--- src/design/lud_ram.sv ---
// ----------------------------------------------------------------------------
// lud_ram: generic simple dual-port RAM
// One write port, one read port, read data registered and held when idle.
// ----------------------------------------------------------------------------
module lud_ram #(
   parameter int Width = 8,
   parameter int Depth = 2
) (
   input  logic                     clock,
   input  logic                     wr_en,
   input  logic [$clog2(Depth)-1:0] wr_addr,
   input  logic [Width-1:0]         wr_data,
   input  logic                     rd_en,
   input  logic [$clog2(Depth)-1:0] rd_addr,
   output logic [Width-1:0]         rd_data
);

   logic [Width-1:0] mem [0:Depth-1];
   logic [Width-1:0] rd_data_ff;

   always_ff @(posedge clock) begin
      if (wr_en) begin
         mem[wr_addr] <= wr_data;
      end
      if (rd_en) begin
         rd_data_ff <= mem[rd_addr];
      end
   end

   assign rd_data = rd_data_ff;

endmodule

--- config.mk ---
export PLATFORM = sky130hd
export DESIGN_NAME = lud_ram
export DESIGN_NICKNAME = d
export VERILOG_FILES = /design/src/design/lud_ram.sv
export SDC_FILE = /design/constraint.sdc
export NUM_CORES = 1
export LEC_CHECK = 0
export ABC_AREA = 1
export BUFFER_PORTS_ARGS = -buffer_cell sky130_fd_sc_hd__buf_2
export CELL_PAD_IN_SITES_DETAIL_PLACEMENT = 1
export CELL_PAD_IN_SITES_GLOBAL_PLACEMENT = 1
export CORE_AREA = 2 2 48 50
export DETAILED_ROUTE_END_ITERATION = 10
export DIE_AREA = 0 0 50 52
export PLACE_DENSITY_LB_ADDON = 0.25
export SLEW_MARGIN = 20
export SYNTH_ARGS = -nofsm -noshare
export SYNTH_HDL_FRONTEND = slang
export SYNTH_SLANG_ARGS = --single-unit
export TNS_END_PERCENT = 20
--- constraint.sdc ---
create_clock -name clock -period 2.09 [get_ports clock]
set_clock_uncertainty 0.1 [all_clocks]
set_input_delay 0.3135 -clock clock [delete_from_list [all_inputs] [get_ports clock]]
set_output_delay 0.3135 -clock clock [all_outputs]
set_load 0.02 [all_outputs]
[Yosys cells after proc, flatten, opt, wreduce, memory -nomap -nowiden]
Memory sizes are Yosys's and may differ from the RTL's. A register that Yosys moved wholly into a read port is not among the register bits.
Index checks and enable logic that the tools add are counted.
Cells by class
  mux-type cells: 2
Operators by type and width (count)
  1-bit two-way mux: 2
Word-level totals
  register bits: 0
  memory bits (writable): 16
  input bits: 13
  output and inout port bits: 8
  logic and storage cells: 3
  memories: 1
Memory list
  mem: words 2, width 8, rd ports 1, clocked after memory_dff 1, write ports 1, line 18  | logic [Width-1:0] mem [0:Depth-1];

[Depth between registers and ports, before layout]
  depth after elaboration: 2
  gate-level depth with buffers: 4
  gate-level depth less buffers: 3

[Worst setup path before layout]
Ideal clock, no wire load.
  path type: input-to-reg
  from: input port wr_en
  to: memory mem[0][0] (enable)
  setup time: 0.371 ns
  arrival: 0.702 ns
  required time: 1.619 ns
  path slack: 0.917 ns
  stages: 2
  path buffers: 0
  cells stage by stage: inv_1 -> nor2_1
Between the ends
  longest elaborated chain between the ends: 2
RTL lines
  from (decl): line 10  | input logic wr_en,
  1-bit two-way mux: line 22  | if (wr_en) begin
  1-bit two-way mux (not written as such): line 23  | mem[wr_addr] <= wr_data;
  to (decl): line 18
No other way between the ends.

[Final worst setup path]
  from: register rd_data_ff[4], in the netlist rd_data[4], read port of mem
  to: output port rd_data[4]
RTL lines
  from (decl): line 19  | logic [Width-1:0] rd_data_ff;
  to (decl): line 15  | output logic [Width-1:0] rd_data
No word-level cell between the ends.

==> impl_results.md <==
* Filler cell count at about 220
* Area Growth Syn to Fin at 20.98%
* Area contributors post-synth: edfxtp_1 (86%), nand2_1 (11%), buf_6 (1.3%)
* Antenna viol nets, final at 0
* Share of layout cells above drive strength 1 at around a third
* Most numerous cell in the Yosys netlist: nand2_1
* H-tree depth at 1
* Core Area at 2106 um2
* Routability Congestion at ~0.67
* Num rows at 17
* WL/cell at slightly above 10 um
* Root Driver: clkbuf_4
* Synthesis Warnings at 0
* Number of buffers created by CTS at 3
* First-pass detailed-route iteration total at 4
* Dominant cell type by area after synthesis: edfxtp_1
* Worst Path Buf+Inv at 1
* Post-synth EDFFs at 24
* PD cells at roughly 950 nW/um2
* DR iter-0 viols at 7
* Worst rel slew slack at between 50% and 60%
* Count of buffers from port buffering at 20
* Startpoint types: flop
* Worst Path Required at approximately 1700 ps
* Final period utilization at between 50% and 60%
* Synth top area share at a little under nine tenths
* Seq/Total Area, Yosys at 85.71%
* Final wirelength at 1083 um
* Die H at ~52 um
* FF+latch count, synth at 24
* Sink Count at 24
* Critical path type: reg -> out
* Worst-skew pair later-pin latency at roughly 300 ps
* Largest stage delay, worst path at roughly 370 ps
* Cell variety after synth at 6
* Max Freq at between 700 and 800 MHz
* Max-cap violation count at 0
* Layout Nets at 91
* Post-CTS Hold Buffers at 0
* Slew Limit Fails at 0
* Tmin final at around 1300 ps
* Gr usage total at 9.452%
* Final setup TNS at 0 ps
* Post-CTS sizing at 0
* Pre-CTS setup slack at ~670 ps
* I/O pin cnt at 21
* Ys async rst share at 0%
* Vias at 444
* RSZ-0062 raised after global routing: false
* Worst-path clk slew at 130 ps
* Critical path's top delay family: flip-flops
* Final Hold Violating Endpoints at 0
* TritonCTS clock tree: yes
* Number of global-route vias before repair at about 430
* Maximum clock path buffer count at 2
* Final setup fails at 0
* Initial antenna violation count at 0
* Post-CTS setup buffer count at 0
* Maximum VDD drop at roughly 0.54 mV
* CP Cell Sequence: buf_2
* Largest net degree at the start of global routing at 15
* Syn avg cell area at 15.57 um2
* Critical Path AT at 840 ps
* Total grt overflow at 0
* Vias per inst at around 4.2
* Pwr Total at 0.9626 mW
* Reg2Reg Setup Slack at between 1000 and 1500 ps
* Final WS setup at roughly 840 ps
* Post-Syn Nets at 67
* Starting Density at between 30% and 40%
* Leak at roughly 0.43 nW
* Minimum hold slack at around 85 ps
* Crit. End Element: primary output
* Status: finished, final reports clean
* Synth top cells by count: nand2_1 (25), edfxtp_1 (24), inv_1 (2)
* Die area at 2600 um2
* Final Util at approximately half
* Least-Margin Pin Slew at about 630 ps
* Diodes inserted at 0
* Synth Instances at 54
* Residual DRC at 0
* Critical-path top delay cell: edfxtp_1
* Die Wd at about 50 um
* Main synth FF type: edfxtp_1
* Worst hold path type: in -> reg
* First-pass GRT wire length at about 1700 um
* Crit path max fanout at 1
* Syn Std Cell Area at about 840 um2
-- stage by stage --
step / instance area [um2] / std cells
after CTS: 1017 / 105
after detailed placement: 964.7 / 101
after floorplan: 840.8 / 54
after global placement: 964.7 / 101
after global routing: 1017 / 105
final: 1017 / 105
-- report_power, final --
| group | switching (mW) | leakage (nW) | internal, mW |
|---|---|---|---|
| Combinational | 0.0421 | 0.171 | 0.0220 |
| Clock | 0.130 | 0.0279 | 0.194 |
| Sequential | 0.00727 | 0.230 | 0.567 |
-- path summary, 6_finish.rpt --
| path | startpoint | endpoint | depth (start not counted) |
|---|---|---|---|
| worst min register to register | mem[0][0] | rd_data[0] | 2 |
| worst min-delay path | wr_data[1] | mem[0][1] | 1 |
| worst max register to register | mem[0][7] | rd_data[7] | 2 |
| worst max-delay path | rd_data[4] | rd_data[4] | 1 |
-- cell type report --
type	count	area [um2]	area share, %
Inverter	3	11.26	1.107
Clock buffer	3	22.52	2.214
Clock inverter	1	30.03	2.952
Multi-Input combinational cell	26	97.59	9.594
Tap cell	28	35.03	3.444
Timing Repair Buffer	20	100.1	9.840
Sequential cell	24	720.7	70.85
-- cells by family (layout without fill, tap and decap cells) --
kind of cell	after synthesis	count (layout)	synth area share (%)
and+or+nand+nor	26	26	11.61
DFF	24	24	85.71
buffers and inverters	4	27	2.678
-- metal layers --
layer	share of wire, %	vias to the layer above	wire, um	GRT usage [%]
li1	-	230	-	-
met2	51	19	548	16.01
met1	40	193	433	9.905
met3	8.0	2	87	2.874
met5	0	-	0	0
met4	1.3	0	14	6.944
-- flip-flops by register name, summed over array words and instances (netlist names) --
register / count
rd_data: 8
mem: 16
-- worst register-to-register path, cell delays in order, from the launching register on --
cell	delay, ps
edfxtp_1	400
nand2_1	80
nand2_1	40
-- placed cells by master, fill, tap and decap left out --
| master | netlist | routed |
|---|---|---|
| nand2_1 | 25 | 25 |
| clkbuf_4 | 0 | 3 |
| inv_1 | 2 | 2 |
| buf_2 | 0 | 20 |
| nor2_1 | 1 | 1 |
| inv_2 | 1 | 1 |
| bufinv_16 | 0 | 1 |
| edfxtp_1 | 24 | 24 |
No activity file was read; power rests on OpenSTA's default activity.
