## config.mk

```make
export PLATFORM = sky130hd
export DESIGN_NAME = lud_div
export DESIGN_NICKNAME = d
export VERILOG_FILES = /design/src/design/lud_pkg.sv /design/src/design/lud_div.sv
export SDC_FILE = /design/constraint.sdc
export NUM_CORES = 2
export LEC_CHECK = 0
export BUFFER_PORTS_ARGS = -buffer_cell sky130_fd_sc_hd__buf_2
export CAP_MARGIN = 20
export CORE_MARGIN = 1.5
export CORE_UTILIZATION = 28
export CTS_CLUSTER_SIZE = 20
export DETAILED_ROUTE_END_ITERATION = 8
export SYNTH_ARGS = -nofsm -noshare
export SYNTH_HDL_FRONTEND = slang
export SYNTH_SLANG_ARGS = --single-unit
```

## constraint.sdc

```tcl
create_clock -name clock -period 6.1 [get_ports clock]
set_input_delay 0.305 -clock clock [delete_from_list [all_inputs] [get_ports clock]]
set_output_delay 0.305 -clock clock [all_outputs]
set_load 0.05 [all_outputs]
```

## src/design/lud_pkg.sv

```systemverilog
// ----------------------------------------------------------------------------
// lud_pkg: shared types and constants of the lens undistortion remap block
// Field widths, register indexes and reset values, pipeline sizing and the
// saturation helper for normalized coordinates.
// ----------------------------------------------------------------------------
package lud_pkg;

   // item and result field widths
   localparam int ModeW  = 1;
   localparam int ColW   = 10;
   localparam int RowW   = 9;
   localparam int PixW   = 8;

   // register widths
   localparam int FocalW  = 19;
   localparam int CenterXW = 18;
   localparam int CenterYW = 17;
   localparam int CoefW   = 22;
   localparam int CsrIdxW = 3;
   localparam int CsrDataW = 22;

   // default image size
   localparam int DefImgWidth  = 1024;
   localparam int DefImgHeight = 512;

   // register reset values
   localparam logic [FocalW-1:0]   FocalXReset  = 19'd117415;
   localparam logic [FocalW-1:0]   FocalYReset  = 19'd117068;
   localparam logic [CenterXW-1:0] CenterXReset = 18'd94007;
   localparam logic [CenterYW-1:0] CenterYReset = 17'd63584;
   localparam logic signed [CoefW-1:0] K1Reset = -22'sd297175;
   localparam logic signed [CoefW-1:0] K2Reset = 22'sd77552;
   localparam logic signed [CoefW-1:0] P1Reset = 22'sd203;
   localparam logic signed [CoefW-1:0] P2Reset = 22'sd18;

   // register indexes
   typedef enum logic [CsrIdxW-1:0] {
      CSR_FOCAL_X = 3'd0,
      CSR_FOCAL_Y = 3'd1,
      CSR_CENTER_X = 3'd2,
      CSR_CENTER_Y = 3'd3,
      CSR_RADIAL_K1 = 3'd4,
      CSR_RADIAL_K2 = 3'd5,
      CSR_TANGENTIAL_P1 = 3'd6,
      CSR_TANGENTIAL_P2 = 3'd7
   } csr_index_type;

   // divider: magnitude of the offset, quotient bits, dividend bits below the point
   localparam int MagW     = 18;
   localparam int QuoW     = 24;
   localparam int DivSteps = QuoW;
   localparam int LowW     = 4;

   // result queue
   localparam int FifoDepth = 64;
   localparam int FifoAw    = $clog2(FifoDepth);

   // saturation bounds of normalized coordinates (Q3.20)
   localparam logic signed [QuoW-1:0] XyMaxPos = {1'b0, {(QuoW-1){1'b1}}};
   localparam logic signed [QuoW-1:0] XyMaxNeg = {1'b1, {(QuoW-1){1'b0}}};

   typedef struct packed {
      logic            mode;
      logic [ColW-1:0] col;
      logic [RowW-1:0] row;
      logic [PixW-1:0] pixel;
   } item_type;

   typedef struct packed {
      logic [PixW-1:0] value;
      logic            in_range;
   } res_type;

   // apply sign to quotient magnitude and clamp to Q3.20
   function automatic logic signed [QuoW-1:0] sat_xy(input logic [QuoW-1:0] quo,
                                                     input logic neg,
                                                     input logic ovf);
      logic signed [QuoW-1:0] res;
      if (!neg) begin
         res = (ovf || quo[QuoW-1]) ? XyMaxPos : $signed(quo);
      end else begin
         res = (ovf || (quo[QuoW-1] && (quo[QuoW-2:0] != '0))) ? XyMaxNeg
                                                               : -$signed(quo);
      end
      return res;
   endfunction

endpackage

```

## src/design/lud_div.sv

```systemverilog
// ----------------------------------------------------------------------------
// lud_div: pipelined restoring divider for coordinate normalization
// Computes (mag << 20) / divisor, one quotient bit per stage, with an
// overflow flag when the quotient does not fit in the quotient width.
// ----------------------------------------------------------------------------
module lud_div import lud_pkg::*; (
   input  logic              clock,
   input  logic [MagW-1:0]   in_mag,
   input  logic              in_neg,
   input  logic [FocalW-1:0] divisor,
   output logic [QuoW-1:0]   out_quo,
   output logic              out_neg,
   output logic              out_ovf
);

   logic [FocalW-1:0] rem_ff [0:DivSteps-1];
   logic [LowW-1:0]   low_ff [0:DivSteps-1];
   logic [QuoW-1:0]   quo_ff [0:DivSteps-1];
   logic [DivSteps-1:0] neg_ff;
   logic [DivSteps-1:0] ovf_ff;

   // quotient too wide when mag >= divisor * 16
   logic in_ovf;
   assign in_ovf = {{(FocalW+LowW-MagW){1'b0}}, in_mag} >= {divisor, {LowW{1'b0}}};

   for (genvar k = 0; k < DivSteps; k++) begin : g_step
      logic [FocalW-1:0] r_prev;
      logic [LowW-1:0]   l_prev;
      logic [QuoW-1:0]   q_prev;
      logic              n_prev;
      logic              o_prev;
      logic [FocalW:0]   trial;
      logic [FocalW:0]   diff;
      logic              ge;

      if (k == 0) begin : g_first
         assign r_prev = {{(FocalW-MagW+LowW){1'b0}}, in_mag[MagW-1:LowW]};
         assign l_prev = in_mag[LowW-1:0];
         assign q_prev = '0;
         assign n_prev = in_neg;
         assign o_prev = in_ovf;
      end else begin : g_next
         assign r_prev = rem_ff[k-1];
         assign l_prev = low_ff[k-1];
         assign q_prev = quo_ff[k-1];
         assign n_prev = neg_ff[k-1];
         assign o_prev = ovf_ff[k-1];
      end

      // shift in next dividend bit, trial subtract
      assign trial = {r_prev, l_prev[LowW-1]};
      assign diff  = trial - {1'b0, divisor};
      assign ge    = ~diff[FocalW];

      always_ff @(posedge clock) begin
         rem_ff[k] <= ge ? diff[FocalW-1:0] : trial[FocalW-1:0];
         low_ff[k] <= {l_prev[LowW-2:0], 1'b0};
         quo_ff[k] <= {q_prev[QuoW-2:0], ge};
         neg_ff[k] <= n_prev;
         ovf_ff[k] <= o_prev;
      end
   end

   assign out_quo = quo_ff[DivSteps-1];
   assign out_neg = neg_ff[DivSteps-1];
   assign out_ovf = ovf_ff[DivSteps-1];

endmodule

```

Word level (Yosys, flattened, before mapping). Memory sizes are Yosys's and may differ from the RTL's. Cells that the tools add are included.

Flip-flop bits (word level): 48. Latch bits: 0. Bits in writable memories: 1104. Bits in read-only memories: 0. Input bits: 39. Output and inout bits: 26. Word-level logic and storage cells: 124. Memories: 3.

Memories: quo_ff (depth 24, bits a word 24, read ports 24, clocked after memory_dff 0, wr ports 24, RTL line lud_div.sv:18) `logic [QuoW-1:0] quo_ff [0:DivSteps-1];`; rem_ff (depth 24, bits a word 19, read ports 23, clocked after memory_dff 0, wr ports 24, RTL line lud_div.sv:16) `logic [FocalW-1:0] rem_ff [0:DivSteps-1];`; low_ff (depth 24, bits a word 3, read ports 23, clocked after memory_dff 0, wr ports 24, RTL line lud_div.sv:17) `logic [LowW-1:0] low_ff [0:DivSteps-1];`.

Add/sub/neg operators: 24. Multiply operators: 0. Div/mod/pow operators: 0. Magnitude comparators: 1. Equal/unequal tests: 0. Shifts and indexed selects: 0. Multiplexer cells: 24. Bitwise operators: 24. Reduce and logical (&&, ||, !) cells: 0.

Operators by type and width (count): $sub A20 B19 Y20 (23); $mux W19 (24); $not A1 Y1 (24); $ge A18 B23 Y1 (1); $sub A15 B19 Y20 (1).

Depth between registers and ports, before layout. An unclocked memory read counts as a cell.

Depth after elaboration: 3. Gate-level depth with buffers: 12. Mapped depth without buffers: 12.

Worst setup path after synthesis. Ideal clock, no wire load.

Path type: input to register. Start point: input port divisor[1]. End point: memory rem_ff[5][9], in the netlist rem_ff[0][104]. Setup time: 0.121 ns. Arrival: 4.078 ns. Required time: 5.979 ns. Setup slack: 1.901 ns. Cell stages on the path: 12. Path buffers: 1. Cell sequence: inv_1 ha_1 nor2b_1 o21a_1 a311oi_2 a211o_2 a21oi_1 o311a_1 nor3_2 inv_2 buf_6 mux2_4.

RTL lines: start, declared (RTL line lud_div.sv:10) `input logic [FocalW-1:0] divisor,`; end, declared (RTL line lud_div.sv:16).

==> out/metrics.yaml <==
status: "completed"
crit_fanout: 17
met3_usage: 0.0200
period_share: 0.599
drtAntennaViolNets: 0
syn_avg_cell_area_um2: 10.0
busiest_layer: "met2"
vias_per_cell: 4.87
synth-seq-cells: 791
hold_viol_final: 0
worst_ep_arrival_time_ns: 4.25
drive_above_1_share: 0.166
yosys-top-cells-count: "dfxtp_1, ha_1, mux2_2"
grt_use_met2: 0.231
initial_core_util: 0.282
power_density_nw_per_um2: 663
fmax_mhz: 274
diodes: 0
worstMarginPinSlew_ns: 1.07
wire_per_inst_um: 15.9
synth_ff_type: "dfxtp_1"
met1_usage: 0.169
layout_setup_ws_ns: 2.44
drt_first_pass_iters: 5
die_w_um: 392
cap_violations: 0
io_buffers: 64
nFillCells: 15300
synth_enable_flop_cells: 0
setup_tns_ns: 0
ys_seq_area_frac: 0.375
core-area_um2: 150000
grt_pass1_wl_um: 165000
yosysUniqueCellTypes: 84
cts_root_buf: "clkbuf_16"
rsz0062_at_grt: "false"
finalNetCount: 4895
grt_pass1_vias: 30900
cp.required_ns: 6.69
end_kind: "register"
holdCritPathClass: "in -> reg"
dieArea_um2: 153000
total_leakage_power_nw: 20.9
cp-start-kind: "input port"
clockBufferDepth: 3
worst-setup-path-type: "in -> reg"
setup_viol: 0
synth-warning-count: 0
vias: 31600
slew_violations: 0
htreeDepth: 3
irDropWorstVdd_v: 0.000373
place_hpwl_um: 75000
antenna_found_initial: 0
clock_latency_ns: 0.72
syn2layout_area_growth_pct: 15.9
groute.usage.overall: 0.134
synth_area_leaders: "dfxtp_1, ha_1, mux2_2, xnor2_1, a21oi_1"
gpl.final_weighted_congestion: 0.845
die_h_um: 392
rows: 142
slew_headroom: 0.268
overflow: 0
synth_area_um2: 42300
syn_inst: 4224
skew_ns: 0.0421
num_io_pins: 65
drcViolationCount: 0
clk_pin_slew_ns: 0.06
min_period_ns: 3.66
r2r_setup_slack_ns: 2.53
dpl_worst_slack_ns: 1.68
synth_top_area_frac: 0.375
synth_most_common_cell: "dfxtp_1"
synth_top_cell_by_area: "dfxtp_1"
async_reset_ff_frac: 0
drt_iter0_markers: 1430
cts_made_buffers: 97
wirelength_um: 103000
grt_max_degree: 32
cts_tree: "built"
clock_sinks: 791
-- state kept, by name (all words and copies together), names as in the netlist --
signal and count:
rem_ff 437, out_neg 1, low_ff 6, g_step.n_prev 23, out_ovf 1, g_step.o_prev 23, quo_ff 300
-- routing by layer --
metal | wire (µm) | vias to the layer above
met5 | 0 | -
met3 | 3950 | 176
met4 | 3210 | 0
li1 | - | 15900
met1 | 47100 | 15000
met2 | 49200 | 587
-- per-stage QoR --
stage	total power, mW	instances	util	area, µm²	hold slack (ns)
after floorplan	22.8	4225	-	42300	0.310
after global placement	26.0	6279	0.302	45200	0.310
after detailed placement	26.3	6281	0.302	45200	0.312
after CTS	32.7	6483	0.327	48900	0.0885
after global routing	35.1	6486	0.327	49000	0.174
final	32.5	6486	0.327	49000	0.168
-- logic make-up (layout without fill, tap and decap cells) --
logic type                 Yosys count  after routing  share of synthesized area
AOI/OAI and AO/OA                 1076           1076                      0.170
and+or+nand+nor                    920            920                      0.108
DFF                                791            791                      0.375
adders and majority gates          469            469                      0.143
muxes                              434            434                      0.118
xor gates and xnor gates           317            317                     0.0659
buffers and inverters              216            461                     0.0210
other                                1              2                  0.0000887
-- critical path, stage by stage --
cell       delay (ns)
buf_2            0.10
clkinv_1         0.55
buf_4            0.51
ha_1             0.31
a2111oi_0        0.55
a21boi_1         0.21
o21ai_1          0.31
a21oi_1          0.15
o41ai_2          0.38
xnor2_2          0.28
buf_8            0.23
mux2_2           0.35
-- final timing paths --
| check | endpoint | depth (start not counted) | from |
|---|---|---|---|
| setup / recovery | rem_ff[1][94]$_DFF_P_ | 12 | divisor[5] |
| hold / removal | rem_ff[0][133]$_SDFF_PP0_ | 3 | divisor[0] |
| setup reg to reg | rem_ff[0][33]$_DFF_P_ | 10 | rem_ff[0][0]$_DFF_P_ |
| hold reg to reg | quo_ff[19][11]$_DFF_P_ | 0 | quo_ff[18][10]$_DFF_P_ |
-- final cells by class --
class	count	area, µm²	share of cell area
Multi-Input combinational cell	3218	25600	0.524
Sequential cell	791	15800	0.323
Clock buffer	132	2720	0.0555
Tap cell	2016	2520	0.0515
Timing Repair Buffer	128	918	0.0187
Clock inverter	50	778	0.0159
Inverter	151	567	0.0116
-- cell usage in the layout, fill, tap and decap left out, types with 41 or more instances in the layout --
cell / count
mux2i_1: 42
dfxtp_1: 791
a21o_1: 139
nor3_1: 66
o21bai_1: 42
clkbuf_16: 97
and3_1: 43
a21oi_1: 305
ha_1: 446
nand2_1: 184
o21ai_0: 155
o21a_1: 57
buf_2: 64
nor2b_1: 47
and2_1: 44
xor2_1: 84
nand3_1: 85
o211ai_1: 44
nor2_1: 279
mux2_2: 343
xnor2_1: 222
a211oi_1: 48
mux2_4: 41
a31oi_1: 53
inv_1: 127
-- power breakdown --
part,leakage (nW),internal (mW),switching (mW)
clock,1.70,3.76,2.40
sequential,6.65,7.77,1.26
combinational,12.6,8.66,8.66
total,20.9,20.2,12.3
-- repair_timing --
item	4_1_cts	5_1_grt
hold endpoints to repair	20	0
hold buffers	20	0
setup buffers	0	0
resized for setup	0	0
No activity file was read; power rests on OpenSTA's default activity.
